<file path="src/rtl/ramped_move_controller_top_defines.svh">
// assertion macros for the ramped move controller
// used by ramped_move_controller_top.sv, needs no other file
`ifndef RAMPED_MOVE_CONTROLLER_TOP_DEFINES_SVH
`define RAMPED_MOVE_CONTROLLER_TOP_DEFINES_SVH

// same-cycle implication, disabled during reset
`define RMC_ASSERT_NOW(label, clk, rst_n, ante, cons, msg) \
    label: assert property (@(posedge clk) disable iff (!rst_n) (ante) |-> (cons)) \
        else $error(msg);

// next-cycle implication, disabled during reset
`define RMC_ASSERT_NEXT(label, clk, rst_n, ante, cons, msg) \
    label: assert property (@(posedge clk) disable iff (!rst_n) (ante) |=> (cons)) \
        else $error(msg);

`endif

</file>
<file path="src/rtl/rmc_pkg.sv">
// shared constants for the ramped move controller
// no dependencies; used by rmc_if.sv and ramped_move_controller_top.sv
package rmc_pkg;

    localparam int COUNT_WIDTH_DEF = 32;
    localparam int CFG_IDX_W       = 3;
    localparam int CFG_DATA_W      = 16;
    localparam int TIME_W          = 32;
    localparam int ENC_W           = 32;
    localparam int PWR_W           = 7;
    localparam int OUT_W           = 8;
    localparam int DIST_W          = 16;
    // shared subtractor width, holds 100 * (elapsed + 1)
    localparam int SUB_W           = 40;

    localparam logic [CFG_IDX_W-1:0] CFG_AXIS      = 3'd0;
    localparam logic [CFG_IDX_W-1:0] CFG_REVERSE   = 3'd1;
    localparam logic [CFG_IDX_W-1:0] CFG_TGT_POWER = 3'd2;
    localparam logic [CFG_IDX_W-1:0] CFG_TGT_DIST  = 3'd3;
    localparam logic [CFG_IDX_W-1:0] CFG_RAMP_MS   = 3'd4;
    localparam logic [CFG_IDX_W-1:0] CFG_SLOW_DIST = 3'd5;
    localparam logic [CFG_IDX_W-1:0] CFG_SLOW_PWR  = 3'd6;

    localparam logic [1:0] AXIS_STRAFE = 2'd1;
    localparam logic [1:0] AXIS_ROTATE = 2'd2;

    localparam logic [DIST_W-1:0] RAMP_MS_RST   = 16'd2000;
    localparam logic [DIST_W-1:0] SLOW_DIST_RST = 16'd400;
    localparam logic [PWR_W-1:0]  SLOW_PWR_RST  = 7'd30;
    localparam logic [PWR_W-1:0]  POWER_MAX     = 7'd100;

endpackage

</file>
<file path="src/rtl/rmc_if.sv">
// handshake channels of the ramped move controller: sample, power and config
// depends on rmc_pkg
interface rmc_cmd_if;
    logic                                 valid;
    logic                                 ready;
    logic                                 action;
    logic [rmc_pkg::TIME_W-1:0]           now_ms;
    logic signed [rmc_pkg::ENC_W-1:0]     enc_left;
    logic signed [rmc_pkg::ENC_W-1:0]     enc_right;

    modport source (output valid, action, now_ms, enc_left, enc_right, input ready);
    modport sink   (input valid, action, now_ms, enc_left, enc_right, output ready);
endinterface

interface rmc_pwr_if;
    logic                                 valid;
    logic                                 ready;
    logic signed [rmc_pkg::OUT_W-1:0]     front_left;
    logic signed [rmc_pkg::OUT_W-1:0]     back_left;
    logic signed [rmc_pkg::OUT_W-1:0]     front_right;
    logic signed [rmc_pkg::OUT_W-1:0]     back_right;
    logic                                 done_res;

    modport source (output valid, front_left, back_left, front_right, back_right, done_res,
                    input ready);
    modport sink   (input valid, front_left, back_left, front_right, back_right, done_res,
                    output ready);
endinterface

interface rmc_cfg_if;
    logic                                 valid;
    logic                                 ready;
    logic [rmc_pkg::CFG_IDX_W-1:0]        index;
    logic [rmc_pkg::CFG_DATA_W-1:0]       data;

    modport source (output valid, index, data, input ready);
    modport sink   (input valid, index, data, output ready);
endinterface

</file>
<file path="src/rtl/ramped_move_controller_top.sv">
// ramped move controller: sequencer around one shared subtract/compare unit
// depends on rmc_pkg, rmc_if.sv and ramped_move_controller_top_defines.svh
//
// channel | modport | payload
// --------+---------+-----------------------------------------------------
// cmd     | sink    | action, now_ms, enc_left, enc_right
// pwr     | source  | front_left, back_left, front_right, back_right, done_res
// cfg     | sink    | index, data (register write, always ready)
//
// a tick while finished goes straight to the output step, a tick that reaches
// the target stops after the target check, an active tick runs the steps up to
// the output step, and the ramp divide adds one setup step and 7 quotient steps
// each step is a sequencer state; most steps use the shared 40-bit subtractor
// cmd.ready is high only while the sequencer idles; a full result register
// stalls the sequencer at its last step until pwr.ready
// async active-low reset: no result valid, move finished, config at defaults
`include "ramped_move_controller_top_defines.svh"

module ramped_move_controller_top #(
    parameter int COUNT_WIDTH = rmc_pkg::COUNT_WIDTH_DEF
) (
    input  logic       clk,
    input  logic       rst_n,
    rmc_cmd_if.sink    cmd,
    rmc_pwr_if.source  pwr,
    rmc_cfg_if.sink    cfg
);

    localparam int SW = rmc_pkg::SUB_W;
    localparam int PW = rmc_pkg::PWR_W;
    localparam int DW = rmc_pkg::DIST_W;
    localparam int TW = rmc_pkg::TIME_W;
    localparam int OW = rmc_pkg::OUT_W;
    localparam int NST = 17;

    // one-hot sequencer states
    typedef enum logic [NST-1:0] {
        ST_IDLE = NST'(1) << 0,
        ST_DIFL = NST'(1) << 1,   // left encoder change
        ST_NEGL = NST'(1) << 2,   // left magnitude
        ST_DIFR = NST'(1) << 3,
        ST_NEGR = NST'(1) << 4,
        ST_MAXC = NST'(1) << 5,   // larger change is the distance
        ST_TGTC = NST'(1) << 6,   // target reached check
        ST_REMS = NST'(1) << 7,   // remaining ticks
        ST_ELAP = NST'(1) << 8,   // elapsed ms
        ST_MULE = NST'(1) << 9,   // 100 * (elapsed + 1)
        ST_MULP = NST'(1) << 10,  // target_power * ramp_ms
        ST_TTFC = NST'(1) << 11,  // still ramping check
        ST_DIVS = NST'(1) << 12,  // dividend = 100 * elapsed
        ST_DIVI = NST'(1) << 13,  // one quotient bit per cycle
        ST_ZONE = NST'(1) << 14,  // slow zone check
        ST_CAPC = NST'(1) << 15,  // slow cap compare
        ST_OUTP = NST'(1) << 16   // mix and load result
    } state_t;

    // ---------------- configuration registers ----------------
    logic [1:0]    axis_reg;
    logic          rev_reg;
    logic [PW-1:0] tpow_reg;
    logic [DW-1:0] tdist_reg;
    logic [DW-1:0] ramp_reg;
    logic [DW-1:0] sdist_reg;
    logic [PW-1:0] spow_reg;

    assign cfg.ready = 1'b1;

    always_ff @(posedge clk or negedge rst_n)
    begin
        if (!rst_n)
        begin
            axis_reg  <= '0;
            rev_reg   <= 1'b0;
            tpow_reg  <= '0;
            tdist_reg <= '0;
            ramp_reg  <= rmc_pkg::RAMP_MS_RST;
            sdist_reg <= rmc_pkg::SLOW_DIST_RST;
            spow_reg  <= rmc_pkg::SLOW_PWR_RST;
        end
        else if (cfg.valid)
        begin
            unique case (cfg.index)
                rmc_pkg::CFG_AXIS:      axis_reg  <= cfg.data[1:0];
                rmc_pkg::CFG_REVERSE:   rev_reg   <= cfg.data[0];
                rmc_pkg::CFG_TGT_POWER: tpow_reg  <= cfg.data[PW-1:0];
                rmc_pkg::CFG_TGT_DIST:  tdist_reg <= cfg.data;
                rmc_pkg::CFG_RAMP_MS:   ramp_reg  <= cfg.data;
                rmc_pkg::CFG_SLOW_DIST: sdist_reg <= cfg.data;
                rmc_pkg::CFG_SLOW_PWR:  spow_reg  <= cfg.data[PW-1:0];
                default: ;  // unused index, write dropped
            endcase
        end
    end

    // power registers above 100 saturate
    logic [PW-1:0] tgt_pw;
    logic [PW-1:0] cap_pw;
    assign tgt_pw = (tpow_reg > rmc_pkg::POWER_MAX) ? rmc_pkg::POWER_MAX : tpow_reg;
    assign cap_pw = (spow_reg > rmc_pkg::POWER_MAX) ? rmc_pkg::POWER_MAX : spow_reg;

    // ---------------- state ----------------
    state_t state_reg, state_next;
    logic   fin_reg, fin_next;         // move finished or never started
    logic   done_reg, done_next;       // result of this request is the done result
    logic   ramping_reg, ramping_next; // inside the ramp phase
    logic   zone_reg, zone_next;       // inside the slow zone
    logic [2:0] cnt_reg, cnt_next;     // quotient bit position, 6 down to 0

    // move baseline
    logic [TW-1:0]          start_reg, start_next;
    logic [COUNT_WIDTH-1:0] lbase_reg, lbase_next;
    logic [COUNT_WIDTH-1:0] rbase_reg, rbase_next;

    // per-request working registers
    logic [TW-1:0]          now_reg, now_next;
    logic [COUNT_WIDTH-1:0] el_reg, el_next;
    logic [COUNT_WIDTH-1:0] er_reg, er_next;
    logic [COUNT_WIDTH-1:0] dl_reg, dl_next;
    logic [COUNT_WIDTH-1:0] dr_reg, dr_next;
    logic [COUNT_WIDTH-1:0] trav_reg, trav_next;
    logic [DW-1:0]          remain_reg, remain_next;
    logic [TW-1:0]          elap_reg, elap_next;
    logic [SW-1:0]          acc_reg, acc_next;   // 100*(e+1), then division remainder
    logic [SW-1:0]          prod_reg, prod_next; // target_power * ramp_ms
    logic [PW-1:0]          pw_reg, pw_next;     // unsigned power, also the quotient

    // result register
    logic                 ovalid_reg, ovalid_next;
    logic signed [OW-1:0] fl_reg, fl_next;
    logic signed [OW-1:0] bl_reg, bl_next;
    logic signed [OW-1:0] fr_reg, fr_next;
    logic signed [OW-1:0] br_reg, br_next;
    logic                 odone_reg, odone_next;

    // ---------------- shared subtract / compare unit ----------------
    logic [SW-1:0] sub_a;
    logic [SW-1:0] sub_b;
    logic [SW:0]   sub_full;
    logic [SW-1:0] sub_diff;
    logic          sub_borrow;

    always_comb
    begin
        sub_a = '0;
        sub_b = '0;
        unique case (state_reg)
            ST_DIFL:
            begin
                sub_a = SW'(el_reg);
                sub_b = SW'(lbase_reg);
            end
            ST_NEGL: sub_b = SW'(dl_reg);
            ST_DIFR:
            begin
                sub_a = SW'(er_reg);
                sub_b = SW'(rbase_reg);
            end
            ST_NEGR: sub_b = SW'(dr_reg);
            ST_MAXC:
            begin
                sub_a = SW'(dl_reg);
                sub_b = SW'(dr_reg);
            end
            ST_TGTC:
            begin
                sub_a = SW'(trav_reg);
                sub_b = SW'(tdist_reg);
            end
            ST_REMS:
            begin
                sub_a = SW'(tdist_reg);
                sub_b = SW'(trav_reg);
            end
            ST_ELAP:
            begin
                sub_a = SW'(now_reg);
                sub_b = SW'(start_reg);
            end
            ST_TTFC:
            begin
                sub_a = prod_reg;
                sub_b = acc_reg;
            end
            ST_DIVS:
            begin
                sub_a = acc_reg;
                sub_b = SW'(rmc_pkg::POWER_MAX);
            end
            ST_DIVI:
            begin
                sub_a = acc_reg;
                sub_b = SW'(ramp_reg) << cnt_reg;
            end
            ST_ZONE:
            begin
                sub_a = SW'(sdist_reg);
                sub_b = SW'(remain_reg);
            end
            ST_CAPC:
            begin
                sub_a = SW'(cap_pw);
                sub_b = SW'(pw_reg);
            end
            ST_IDLE, ST_MULE, ST_MULP, ST_OUTP: ;
            default: ;
        endcase
        sub_full   = {1'b0, sub_a} - {1'b0, sub_b};
        sub_diff   = sub_full[SW-1:0];
        sub_borrow = sub_full[SW];
    end

    // ---------------- sequencer ----------------
    logic                 cmd_take;
    logic                 out_free;
    logic signed [OW-1:0] p_pos;
    logic signed [OW-1:0] p_neg;

    assign cmd.ready = (state_reg == ST_IDLE);
    assign cmd_take  = cmd.valid && cmd.ready;
    assign out_free  = !ovalid_reg || pwr.ready;

    always_comb
    begin
        p_pos = rev_reg ? -$signed({1'b0, pw_reg}) : $signed({1'b0, pw_reg});
        p_neg = -p_pos;
    end

    always_comb
    begin
        state_next   = state_reg;
        fin_next     = fin_reg;
        done_next    = done_reg;
        ramping_next = ramping_reg;
        zone_next    = zone_reg;
        cnt_next     = cnt_reg;
        start_next   = start_reg;
        lbase_next   = lbase_reg;
        rbase_next   = rbase_reg;
        now_next     = now_reg;
        el_next      = el_reg;
        er_next      = er_reg;
        dl_next      = dl_reg;
        dr_next      = dr_reg;
        trav_next    = trav_reg;
        remain_next  = remain_reg;
        elap_next    = elap_reg;
        acc_next     = acc_reg;
        prod_next    = prod_reg;
        pw_next      = pw_reg;
        ovalid_next  = ovalid_reg && !pwr.ready;
        fl_next      = fl_reg;
        bl_next      = bl_reg;
        fr_next      = fr_reg;
        br_next      = br_reg;
        odone_next   = odone_reg;

        unique case (state_reg)
            ST_IDLE:
            begin
                if (cmd_take)
                begin
                    now_next = cmd.now_ms;
                    el_next  = cmd.enc_left[COUNT_WIDTH-1:0];
                    er_next  = cmd.enc_right[COUNT_WIDTH-1:0];
                    if (cmd.action)
                    begin
                        // start request: this sample becomes the baseline
                        start_next = cmd.now_ms;
                        lbase_next = cmd.enc_left[COUNT_WIDTH-1:0];
                        rbase_next = cmd.enc_right[COUNT_WIDTH-1:0];
                        fin_next   = 1'b0;
                    end
                    if (cmd.action || !fin_reg)
                    begin
                        done_next  = 1'b0;
                        state_next = ST_DIFL;
                    end
                    else
                    begin
                        done_next  = 1'b1;
                        state_next = ST_OUTP;
                    end
                end
            end
            ST_DIFL:
            begin
                dl_next    = sub_diff[COUNT_WIDTH-1:0];
                state_next = ST_NEGL;
            end
            ST_NEGL:
            begin
                // most negative change maps to 2^(COUNT_WIDTH-1) unsigned
                if (dl_reg[COUNT_WIDTH-1])
                    dl_next = sub_diff[COUNT_WIDTH-1:0];
                state_next = ST_DIFR;
            end
            ST_DIFR:
            begin
                dr_next    = sub_diff[COUNT_WIDTH-1:0];
                state_next = ST_NEGR;
            end
            ST_NEGR:
            begin
                if (dr_reg[COUNT_WIDTH-1])
                    dr_next = sub_diff[COUNT_WIDTH-1:0];
                state_next = ST_MAXC;
            end
            ST_MAXC:
            begin
                trav_next  = sub_borrow ? dr_reg : dl_reg;
                state_next = ST_TGTC;
            end
            ST_TGTC:
            begin
                if (!sub_borrow)
                begin
                    // distance reached
                    fin_next   = 1'b1;
                    done_next  = 1'b1;
                    state_next = ST_OUTP;
                end
                else
                    state_next = ST_REMS;
            end
            ST_REMS:
            begin
                remain_next = sub_diff[DW-1:0];
                state_next  = ST_ELAP;
            end
            ST_ELAP:
            begin
                elap_next  = sub_diff[TW-1:0];
                state_next = ST_MULE;
            end
            ST_MULE:
            begin
                // constant multiply, shift-add in synthesis
                acc_next   = SW'(elap_reg) * SW'(rmc_pkg::POWER_MAX)
                             + SW'(rmc_pkg::POWER_MAX);
                state_next = ST_MULP;
            end
            ST_MULP:
            begin
                prod_next  = SW'(tgt_pw) * SW'(ramp_reg);
                state_next = ST_TTFC;
            end
            ST_TTFC:
            begin
                // elapsed < floor(P/100)  <=>  100*(elapsed+1) <= P
                // ramp_ms of zero gives P = 0, so the full power applies at once
                ramping_next = !sub_borrow;
                if (!sub_borrow)
                    state_next = ST_DIVS;
                else
                begin
                    pw_next    = tgt_pw;
                    state_next = ST_ZONE;
                end
            end
            ST_DIVS:
            begin
                acc_next   = sub_diff;
                pw_next    = '0;
                cnt_next   = 3'(PW - 1);
                state_next = ST_DIVI;
            end
            ST_DIVI:
            begin
                // quotient stays below target_power, so seven bits cover it
                if (!sub_borrow)
                begin
                    acc_next         = sub_diff;
                    pw_next[cnt_reg] = 1'b1;
                end
                if (cnt_reg == '0)
                    state_next = ST_ZONE;
                else
                    cnt_next = cnt_reg - 3'd1;
            end
            ST_ZONE:
            begin
                zone_next  = !sub_borrow;
                state_next = ST_CAPC;
            end
            ST_CAPC:
            begin
                if (zone_reg && sub_borrow)
                    pw_next = cap_pw;
                state_next = ST_OUTP;
            end
            ST_OUTP:
            begin
                if (out_free)
                begin
                    ovalid_next = 1'b1;
                    odone_next  = done_reg;
                    if (done_reg)
                    begin
                        fl_next = '0;
                        bl_next = '0;
                        fr_next = '0;
                        br_next = '0;
                    end
                    else
                    begin
                        unique case (axis_reg)
                            rmc_pkg::AXIS_STRAFE:
                            begin
                                fl_next = p_pos;
                                bl_next = p_neg;
                                fr_next = p_neg;
                                br_next = p_pos;
                            end
                            rmc_pkg::AXIS_ROTATE:
                            begin
                                fl_next = p_pos;
                                bl_next = p_pos;
                                fr_next = p_neg;
                                br_next = p_neg;
                            end
                            default:
                            begin
                                // forward/back, also the unused axis code
                                fl_next = p_pos;
                                bl_next = p_pos;
                                fr_next = p_pos;
                                br_next = p_pos;
                            end
                        endcase
                    end
                    state_next = ST_IDLE;
                end
            end
            default: state_next = ST_IDLE;
        endcase
    end

    // control state
    always_ff @(posedge clk or negedge rst_n)
    begin
        if (!rst_n)
        begin
            state_reg  <= ST_IDLE;
            fin_reg    <= 1'b1;
            ovalid_reg <= 1'b0;
            start_reg  <= '0;
            lbase_reg  <= '0;
            rbase_reg  <= '0;
        end
        else
        begin
            state_reg  <= state_next;
            fin_reg    <= fin_next;
            ovalid_reg <= ovalid_next;
            start_reg  <= start_next;
            lbase_reg  <= lbase_next;
            rbase_reg  <= rbase_next;
        end
    end

    // datapath, no reset needed
    always_ff @(posedge clk)
    begin
        done_reg    <= done_next;
        ramping_reg <= ramping_next;
        zone_reg    <= zone_next;
        cnt_reg     <= cnt_next;
        now_reg     <= now_next;
        el_reg      <= el_next;
        er_reg      <= er_next;
        dl_reg      <= dl_next;
        dr_reg      <= dr_next;
        trav_reg    <= trav_next;
        remain_reg  <= remain_next;
        elap_reg    <= elap_next;
        acc_reg     <= acc_next;
        prod_reg    <= prod_next;
        pw_reg      <= pw_next;
        fl_reg      <= fl_next;
        bl_reg      <= bl_next;
        fr_reg      <= fr_next;
        br_reg      <= br_next;
        odone_reg   <= odone_next;
    end

    assign pwr.valid       = ovalid_reg;
    assign pwr.front_left  = fl_reg;
    assign pwr.back_left   = bl_reg;
    assign pwr.front_right = fr_reg;
    assign pwr.back_right  = br_reg;
    assign pwr.done_res    = odone_reg;

    // ---------------- assertions ----------------
    logic done_out;
    logic pwr_all_zero;
    logic start_take;
    logic move_open;
    logic mix_ramp;
    logic pw_in_range;

    assign done_out     = pwr.valid && pwr.done_res;
    assign pwr_all_zero = (pwr.front_left == '0) && (pwr.back_left == '0)
                          && (pwr.front_right == '0) && (pwr.back_right == '0);
    assign start_take   = cmd_take && cmd.action;
    assign move_open    = !fin_reg && (state_reg == ST_DIFL);
    assign mix_ramp     = (state_reg == ST_OUTP) && !done_reg && ramping_reg;
    assign pw_in_range  = (pw_reg <= rmc_pkg::POWER_MAX);

    // one request at a time: no new request right after one is taken
    `RMC_ASSERT_NEXT(a_one_at_a_time, clk, rst_n, cmd_take, !cmd.ready, "request taken while busy")
    // a done result carries zero powers
    `RMC_ASSERT_NOW(a_done_zero, clk, rst_n, done_out, pwr_all_zero, "done with nonzero power")
    // start request always opens an active move
    `RMC_ASSERT_NEXT(a_start_clears, clk, rst_n, start_take, move_open, "start request ignored")
    // while ramping, the commanded power never exceeds full scale
    `RMC_ASSERT_NOW(a_power_range, clk, rst_n, mix_ramp, pw_in_range, "ramp quotient too large")

endmodule
</file>
<file path="src/flat_wrapper.sv">
// flat-port wrapper written by rule: the top's interface ports become plain ports
module ramped_move_controller_top_flat 
#(
    parameter int COUNT_WIDTH = rmc_pkg::COUNT_WIDTH_DEF
)
  (clk, rst_n, cmd_valid, cmd_action, cmd_now_ms, cmd_enc_left, cmd_enc_right, cmd_ready, pwr_valid, pwr_front_left, pwr_back_left, pwr_front_right, pwr_back_right, pwr_done_res, pwr_ready, cfg_valid, cfg_index, cfg_data, cfg_ready);
  rmc_cmd_if cmd_i ();
  rmc_pwr_if pwr_i ();
  rmc_cfg_if cfg_i ();
  input  logic clk;
  input  logic rst_n;
  input wire logic [$bits(cmd_i.valid)-1:0] cmd_valid;
  input wire logic [$bits(cmd_i.action)-1:0] cmd_action;
  input wire logic [$bits(cmd_i.now_ms)-1:0] cmd_now_ms;
  input wire logic [$bits(cmd_i.enc_left)-1:0] cmd_enc_left;
  input wire logic [$bits(cmd_i.enc_right)-1:0] cmd_enc_right;
  output wire logic [$bits(cmd_i.ready)-1:0] cmd_ready;
  output wire logic [$bits(pwr_i.valid)-1:0] pwr_valid;
  output wire logic [$bits(pwr_i.front_left)-1:0] pwr_front_left;
  output wire logic [$bits(pwr_i.back_left)-1:0] pwr_back_left;
  output wire logic [$bits(pwr_i.front_right)-1:0] pwr_front_right;
  output wire logic [$bits(pwr_i.back_right)-1:0] pwr_back_right;
  output wire logic [$bits(pwr_i.done_res)-1:0] pwr_done_res;
  input wire logic [$bits(pwr_i.ready)-1:0] pwr_ready;
  input wire logic [$bits(cfg_i.valid)-1:0] cfg_valid;
  input wire logic [$bits(cfg_i.index)-1:0] cfg_index;
  input wire logic [$bits(cfg_i.data)-1:0] cfg_data;
  output wire logic [$bits(cfg_i.ready)-1:0] cfg_ready;
  assign cmd_i.valid = cmd_valid;
  assign cmd_i.action = cmd_action;
  assign cmd_i.now_ms = cmd_now_ms;
  assign cmd_i.enc_left = cmd_enc_left;
  assign cmd_i.enc_right = cmd_enc_right;
  assign cmd_ready = cmd_i.ready;
  assign pwr_valid = pwr_i.valid;
  assign pwr_front_left = pwr_i.front_left;
  assign pwr_back_left = pwr_i.back_left;
  assign pwr_front_right = pwr_i.front_right;
  assign pwr_back_right = pwr_i.back_right;
  assign pwr_done_res = pwr_i.done_res;
  assign pwr_i.ready = pwr_ready;
  assign cfg_i.valid = cfg_valid;
  assign cfg_i.index = cfg_index;
  assign cfg_i.data = cfg_data;
  assign cfg_ready = cfg_i.ready;
  ramped_move_controller_top #(.COUNT_WIDTH(COUNT_WIDTH)) u_core (.clk(clk), .rst_n(rst_n), .cmd(cmd_i), .pwr(pwr_i), .cfg(cfg_i));
endmodule
</file>
<file path="config.mk">
export PLATFORM = sky130hd
export DESIGN_NAME = ramped_move_controller_top_flat
export DESIGN_NICKNAME = d
export VERILOG_FILES = /design/src/rtl/rmc_pkg.sv /design/src/rtl/rmc_if.sv /design/src/rtl/ramped_move_controller_top.sv /design/src/flat_wrapper.sv
export VERILOG_INCLUDE_DIRS = /design/src /design/src/rtl
export SDC_FILE = /design/constraint.sdc
export NUM_CORES = 1
export LEC_CHECK = 0
export ABC_AREA = 1
export BUFFER_PORTS_ARGS = -buffer_cell sky130_fd_sc_hd__buf_2
export CAP_MARGIN = 0
export CORE_ASPECT_RATIO = 1.5
export CORE_UTILIZATION = 50
export CTS_CLUSTER_SIZE = 10
export DETAILED_ROUTE_END_ITERATION = 6
export PLACE_DENSITY = 0.65
export REMOVE_ABC_BUFFERS = 1
export SLEW_MARGIN = 0
export SYNTH_ARGS = -nofsm -noshare
export SYNTH_HDL_FRONTEND = slang
export SYNTH_SLANG_ARGS = --single-unit
</file>
<file path="constraint.sdc">
create_clock -name clk -period 6.8 [get_ports clk]
set_input_delay 0.68 -clock clk [delete_from_list [all_inputs] [get_ports clk]]
set_output_delay 0.68 -clock clk [all_outputs]
set_load 0.1 [all_outputs]
</file>
-- Word level (Yosys, flattened, before mapping)
Index checks and enable logic that the tools add are counted.
- bits in registers: 528
- word-level logic and storage cells: 161
- add/sub/neg operators: 5
- multipliers: 2
- magnitude comparators: 4
- eq/ne operators: 36
- shift-type cells: 1
- mux-type cells: 39
- bitwise logic cells: 1
- reductions and logical operators: 39
- operators with widths (cell ; number):
    $pmux W40 S12 ; 1
    $pmux W40 S10 ; 1
    $pmux W17 S17 ; 1
    $pmux W32 S2 ; 2
    $pmux W40 S3 ; 1
    $mux W32 ; 3
    $mux W17 ; 5
    $sub A40 B40 Y41 ; 1
    $add A39 B7 Y40 const B ; 1
    $mux W40 ; 1
    $shl A16 B3 Y40 ; 1
    $mul A32 B5 Y37 const B ; 1
    $mux W7 ; 5
    $mux W8 ; 4
    $pmux W7 S4 ; 1
    $reduce_and A2 Y1 ; 13
    $mul A7 B16 Y23 ; 1
    $eq A17 B1 Y1 const B ; 1
    $eq A17 B10 Y1 const B ; 1
    $eq A17 B11 Y1 const B ; 1
    $eq A17 B12 Y1 const B ; 1
    $eq A17 B13 Y1 const B ; 1
    $eq A17 B14 Y1 const B ; 1
    $eq A17 B15 Y1 const B ; 1
    other kinds (40) ; 77

-- Longest topological paths before layout
- depth in word-level cells: 7
- mapped depth: 30
- gate-level depth less buffers: 29

-- Worst setup path after synthesis
No wires, ideal clock.
- path type: register to register
- start point: register u_core.state_reg[6]
- end point: register u_core.rbase_reg[23]
- library setup time: 116 ps
- arrival: 5499 ps
- required time: 6684 ps
- path slack: 1185 ps
- cell stages (with the launch flop): 13
- clock period less this slack: 5615 ps
- path through: dfrtp_1 > nor2_1 > nand2_1 > nor2_2 > nand2_1 > nor4_4 > inv_2 > nor2_2 > nand2_2 > buf_2 > buf_2 > nand2_1 > nand2_1
- longest elaborated chain between the ends: 3
- RTL lines (item ; RTL line ; RTL):
    start: declaration ; ramped_move_controller_top.sv:102 ; state_t state_reg, state_next;
    start signal: assignment ; ramped_move_controller_top.sv:452 ; state_reg <= state_next;
    $eq A17 B1 Y1 (*) ; ramped_move_controller_top.sv:218 ; assign cmd.ready = (state_reg == ST_IDLE);
    net cmd_ready ; flat_wrapper.sv:17 ; output wire logic [$bits(cmd_i.ready)-1:0] cmd_ready;
    $logic_and A1 B1 Y1 ; ramped_move_controller_top.sv:219 ; assign cmd_take = cmd.valid && cmd.ready;
    $reduce_and A3 Y1 (no line) (*) ; - ;
    end signal: assignment ; ramped_move_controller_top.sv:457 ; rbase_reg <= rbase_next;
    end: declaration ; ramped_move_controller_top.sv:112 ; logic [COUNT_WIDTH-1:0] rbase_reg, rbase_next;
The timed path passes the listed nets; every way through them passes the cells marked *.
A chain may end at the register's enable or synchronous reset.

-- Worst setup path in the final report
- start point: register u_core.tpow_reg[0]
- end point: register u_core.prod_reg[14] (data pin)
- longest elaborated chain between the ends: 3
- RTL lines (item ; RTL line ; RTL):
    start: declaration ; ramped_move_controller_top.sv:60 ; logic [PW-1:0] tpow_reg;
    start signal: assignment ; ramped_move_controller_top.sv:85 ; rmc_pkg::CFG_TGT_POWER: tpow_reg <= cfg.data[PW-1:0];
    $gt A7 B7 Y1 ; ramped_move_controller_top.sv:98 ; assign tgt_pw = (tpow_reg > rmc_pkg::POWER_MAX) ? rmc_pkg::POWER_MAX : tpow_reg;
    $mux W7 (*) ; ramped_move_controller_top.sv:98 ;
    $mul A7 B16 Y23 (*) ; ramped_move_controller_top.sv:344 ; prod_next = SW'(tgt_pw) * SW'(ramp_reg);
    end signal: assignment ; ramped_move_controller_top.sv:477 ; prod_reg <= prod_next;
    end: declaration ; ramped_move_controller_top.sv:124 ; logic [SW-1:0] prod_reg, prod_next;
Mark *: on every way between the ends. The rest lies on a longest branch, timed or not.

==> results list <==
* Max-cap viol count: 0
* Largest area contributor in the synthesized netlist: sky130_fd_sc_hd__edfxtp_1
- Max Clock Freq: approximately 170 MHz
- Cell with the most instances on the worst path: sky130_fd_sc_hd__inv_1
- Overall power consumption after layout is estimated at 16.0 mW.
* Worst EP required: between 7 and 8 ns
* Share of cells above drive strength 1: 0.0850
- Maximum root-to-sink buffer count: 3
- Reg2Reg Setup Slack: 0.92 ns
- Origin of the critical flop-to-flop path: u_core.tpow_reg[0]
- Die W: 218 µm
* Starting density of the core: 0.507
- Sum of negative setup slack: 0 ns
* Total gr overflow: 0
* Number of instances in the synthesized netlist: around 4300
- Min-delay worst type: in -> async
- Initial DRC Count: roughly 2800
* Io pins: about 160
- Initial antenna violation count: 2
* Final-report max-slew violation count: 0
* CP top delay family: adder cells
- Share of flip-flops with an asynchronous set or reset after synthesis: 0.343
- VDD sags by at most between 0.4 and 0.5 mV.
* Worst reg-to-reg path cell count: 20
- Pin count of the biggest net entering global routing: 115
- Number of buffers created by CTS: 60
- The count of nets left with antenna violations once routing finished came out at 0.
- Port Buffers: roughly 160
* Final design area excluding fillers: between 30000 and 40000 µm²
* Die Area: 71100 µm²
- In the routed design, unresolved DRC markers number 0.
- Fillers: between 6000 and 7000
- In the routed layout, each cell is associated on average with a via count of around 5.6.
* Area growth, synth to finish: 10.1%
- The synthesized netlist contains 60 unique library cells.
- Of the available clock period, the critical path in the final layout requires 0.865.
* Rel. slew slack: 0.319
- Overall die height: 326 µm
* Clk pin slew, worst setup/hold paths: around 0.060 ns
- The share of synthesized area in the top cell type comes to 0.296.
- The final hold violation count was 0.
- Once the clock tree was built, the setup fixing pass inserted 0 buffers.
- In this run the worst path has a maximum fanout of 13.
* Wire length of the first global-routing pass: 180000 µm
* Largest stage delay on the critical path: 0.54 ns
* Root buffer selected by CTS: sky130_fd_sc_hd__clkbuf_16
- Period minus WS final: slightly below 6 ns
- Setup violations remaining at the end of the flow were counted as 0.
* N_diodes: 0
* # resized after CTS: 0
- The number of hold buffers added after CTS was 0.
- Setup repair after global routing left no endpoint under its margin.
- CP Buf/Inv Count: 5
- Detailed Routing Iterations Pass 1: 7
- Once routing completed, OpenROAD measured the worst setup slack at between 0.9 and 1 ns.
- Worst setup timing slack at the placement stage: slightly above 1 ns
- Clock tree synthesis found a total of 525 sinks.
- Number of gates on the worst path with buffers counted: 20
* Endpoint type of the worst setup path: flip-flop
- The critical path is of the reg -> reg type.
- Yosys synthesis warning count: 0
- Origin of the worst setup path: u_core.tpow_reg[0]
- TritonCTS built the clock tree.
- For this run, the register share of the synthesized area comes to 0.425.
* Final Routed Wirelength: 121000 µm
* Number of global-route vias before repair: just over 30000
- Data arrival at the endpoint of the critical path: 6.26 ns
- The most critical setup path has its endpoint at u_core.prod_reg[14].
- Walking the worst path, the cells encountered are o21ai_0 -> nand3_1 -> nand3_1 -> inv_1 -> nor2_1 -> inv_1 -> nor2_1 -> fa_1 -> fa_1 -> fa_1 -> inv_1 -> fa_1 -> inv_1 -> ha_1 -> inv_1 -> nor3_1 -> a21oi_1 -> o21ai_0 -> a21oi_1 -> xnor2_1.
* RD Place Congestion: ~1
- In this run the critical register-to-register path is captured at u_core.prod_reg[14].
* Power density normalized to cell area: between 400 and 500 nW/µm²
- Each instance of the synthesized netlist takes up on average roughly 8.2 µm².
- STA classifies the critical path startpoint as a flip-flop.
- Prevailing post-synth register cell: sky130_fd_sc_hd__edfxtp_1
- Site row count: roughly 120
* Flip-flop count of the largest register after layout: 40
* Run status: finished, final reports clean
- Sum of net half-perimeters after detailed placement: between 90000 and 100000 µm
* Synth area leaders: sky130_fd_sc_hd__edfxtp_1, sky130_fd_sc_hd__nand2_1, sky130_fd_sc_hd__dfrtp_1
* Summed instance area of the synthesized netlist: between 30000 and 40000 µm²
- Cell with the largest stage delay on the worst path: sky130_fd_sc_hd__fa_1
- Transition time of the tightest slew-check pin: 1.02 ns
- After detailed routing, the average wire length per cell comes to ~22 µm.
- Core Region: around 70000 µm²
- Cell area after placement: approximately 37000 µm²
- The H-tree generated during clock tree synthesis spans 2 levels.
- In this run, synthesis inferred roughly 350 flip-flops with an integrated enable.
- For the worst-skew pair, the clock arrives at the later sink with an insertion delay of about 0.67 ns.
- The clock arrives with about 0.047 ns of skew.
- Post-layout nets: around 4800
* Via Count: between 30000 and 40000
- Synthesis inferred 525 register bits.
- In this run the static leakage power is around 19 nW.
- For this run, the total global-route usage over all layers was measured as 0.341.
layout by cell type, fill, tap and decap left out, types with 54 or more instances in the layout:
cell	netlist	routed
sky130_fd_sc_hd__edfxtp_1	345	345
sky130_fd_sc_hd__nand3_1	159	158
sky130_fd_sc_hd__a221oi_1	54	54
sky130_fd_sc_hd__buf_2	48	154
sky130_fd_sc_hd__o21ai_0	226	226
sky130_fd_sc_hd__dfrtp_1	165	165
sky130_fd_sc_hd__ha_1	187	187
sky130_fd_sc_hd__nand2_1	1206	1205
sky130_fd_sc_hd__clkbuf_16	0	60
sky130_fd_sc_hd__nor2_1	337	334
sky130_fd_sc_hd__inv_1	727	720
sky130_fd_sc_hd__a21oi_1	159	159
sky130_fd_sc_hd__fa_1	97	97
how the worst min path moves through the flow:
stage	start	end	depth (start not counted)
final	rst_n	u_core.rbase_reg[29]	1
after global routing	rst_n	u_core.rbase_reg[29]	1
after CTS	rst_n	u_core.rbase_reg[29]	1
after detailed placement	u_core.rbase_reg[25]	u_core.rbase_reg[25]	2
after global placement	u_core.start_reg[5]	u_core.start_reg[5]	2
after floorplan	rst_n	u_core.axis_reg[0]	0
metal layers:
layer	vias to the layer above	wire, µm	track usage
met1	14400	42000	0.365
met5	-	34	0
met2	1261	62700	0.619
met4	4	9090	0.232
li1	14200	-	-
met3	404	6840	0.0401
final cells by class:
type | count | area (µm²) | area share
multi-input cells | 2894 | 16800 | 0.436
clock buffers | 107 | 1700 | 0.0440
clock inverters | 5 | 70.1 | 0.00182
inverters | 737 | 2770 | 0.0718
well taps | 900 | 1130 | 0.0292
repair buffers | 205 | 1210 | 0.0314
flip-flops and latches | 525 | 14900 | 0.386
cell usage after synthesis (all sizes together) (4+ instances only):
| library cell | n |
|---|---|
| a2111oi | 6 |
| a211oi | 17 |
| a21boi | 4 |
| a21o | 12 |
| a21oi | 160 |
| a221oi | 54 |
| a22o | 28 |
| a22oi | 31 |
| a31oi | 7 |
| and2 | 10 |
| and3 | 5 |
| buf | 61 |
| clkbuf | 76 |
| clkinv | 5 |
| dfrtp | 165 |
| dfstp | 15 |
| edfxtp | 345 |
| fa | 97 |
| ha | 187 |
| inv | 732 |
| mux2 | 4 |
| nand2 | 1231 |
| nand3 | 168 |
| nand3b | 12 |
| nand4 | 41 |
| nor2 | 364 |
| nor3 | 39 |
| nor4 | 12 |
| o2111ai | 11 |
| o211ai | 30 |
| o21a | 4 |
| o21ai | 231 |
| o21bai | 7 |
| o221ai | 6 |
| o22ai | 37 |
| or2 | 4 |
| xnor2 | 26 |
| xor2 | 43 |
report_power, final:
part / total [mW] / leakage [nW] / internal (mW) / switching [mW]
logic: 7.78 / 13.0 / 2.20 / 5.57
clock network: 3.02 / 0.830 / 1.68 / 1.35
registers: 5.22 / 5.41 / 4.82 / 0.400
total: 16.0 / 19.2 / 8.70 / 7.32
cell families (layout without fill, tap and decap cells):
group | Yosys count | in the layout | share of synthesized area
AO/OA/AOI/OAI | 649 | 649 | 0.114
XOR/XNOR | 69 | 69 | 0.0173
adder cells (fa/ha/maj) | 284 | 284 | 0.122
buffers and inverters | 874 | 1054 | 0.0963
flip-flops | 525 | 525 | 0.425
multiplexers | 5 | 5 | 0.00157
other | 1 | 1 | 0.000107
AND/OR/NAND/NOR | 1886 | 1886 | 0.224
metrics by stage:
step | hold slack [ns] | instances | utilization
final | 0.0710 | 5373 | 0.558
after global routing | 0.105 | 5373 | 0.558
after CTS | 0.0639 | 5373 | 0.558
after detailed placement | 0.465 | 5261 | 0.533
after global placement | 0.465 | 5261 | 0.533
after floorplan | 0.384 | 4156 | -
(Power assumes the default switching activity.)
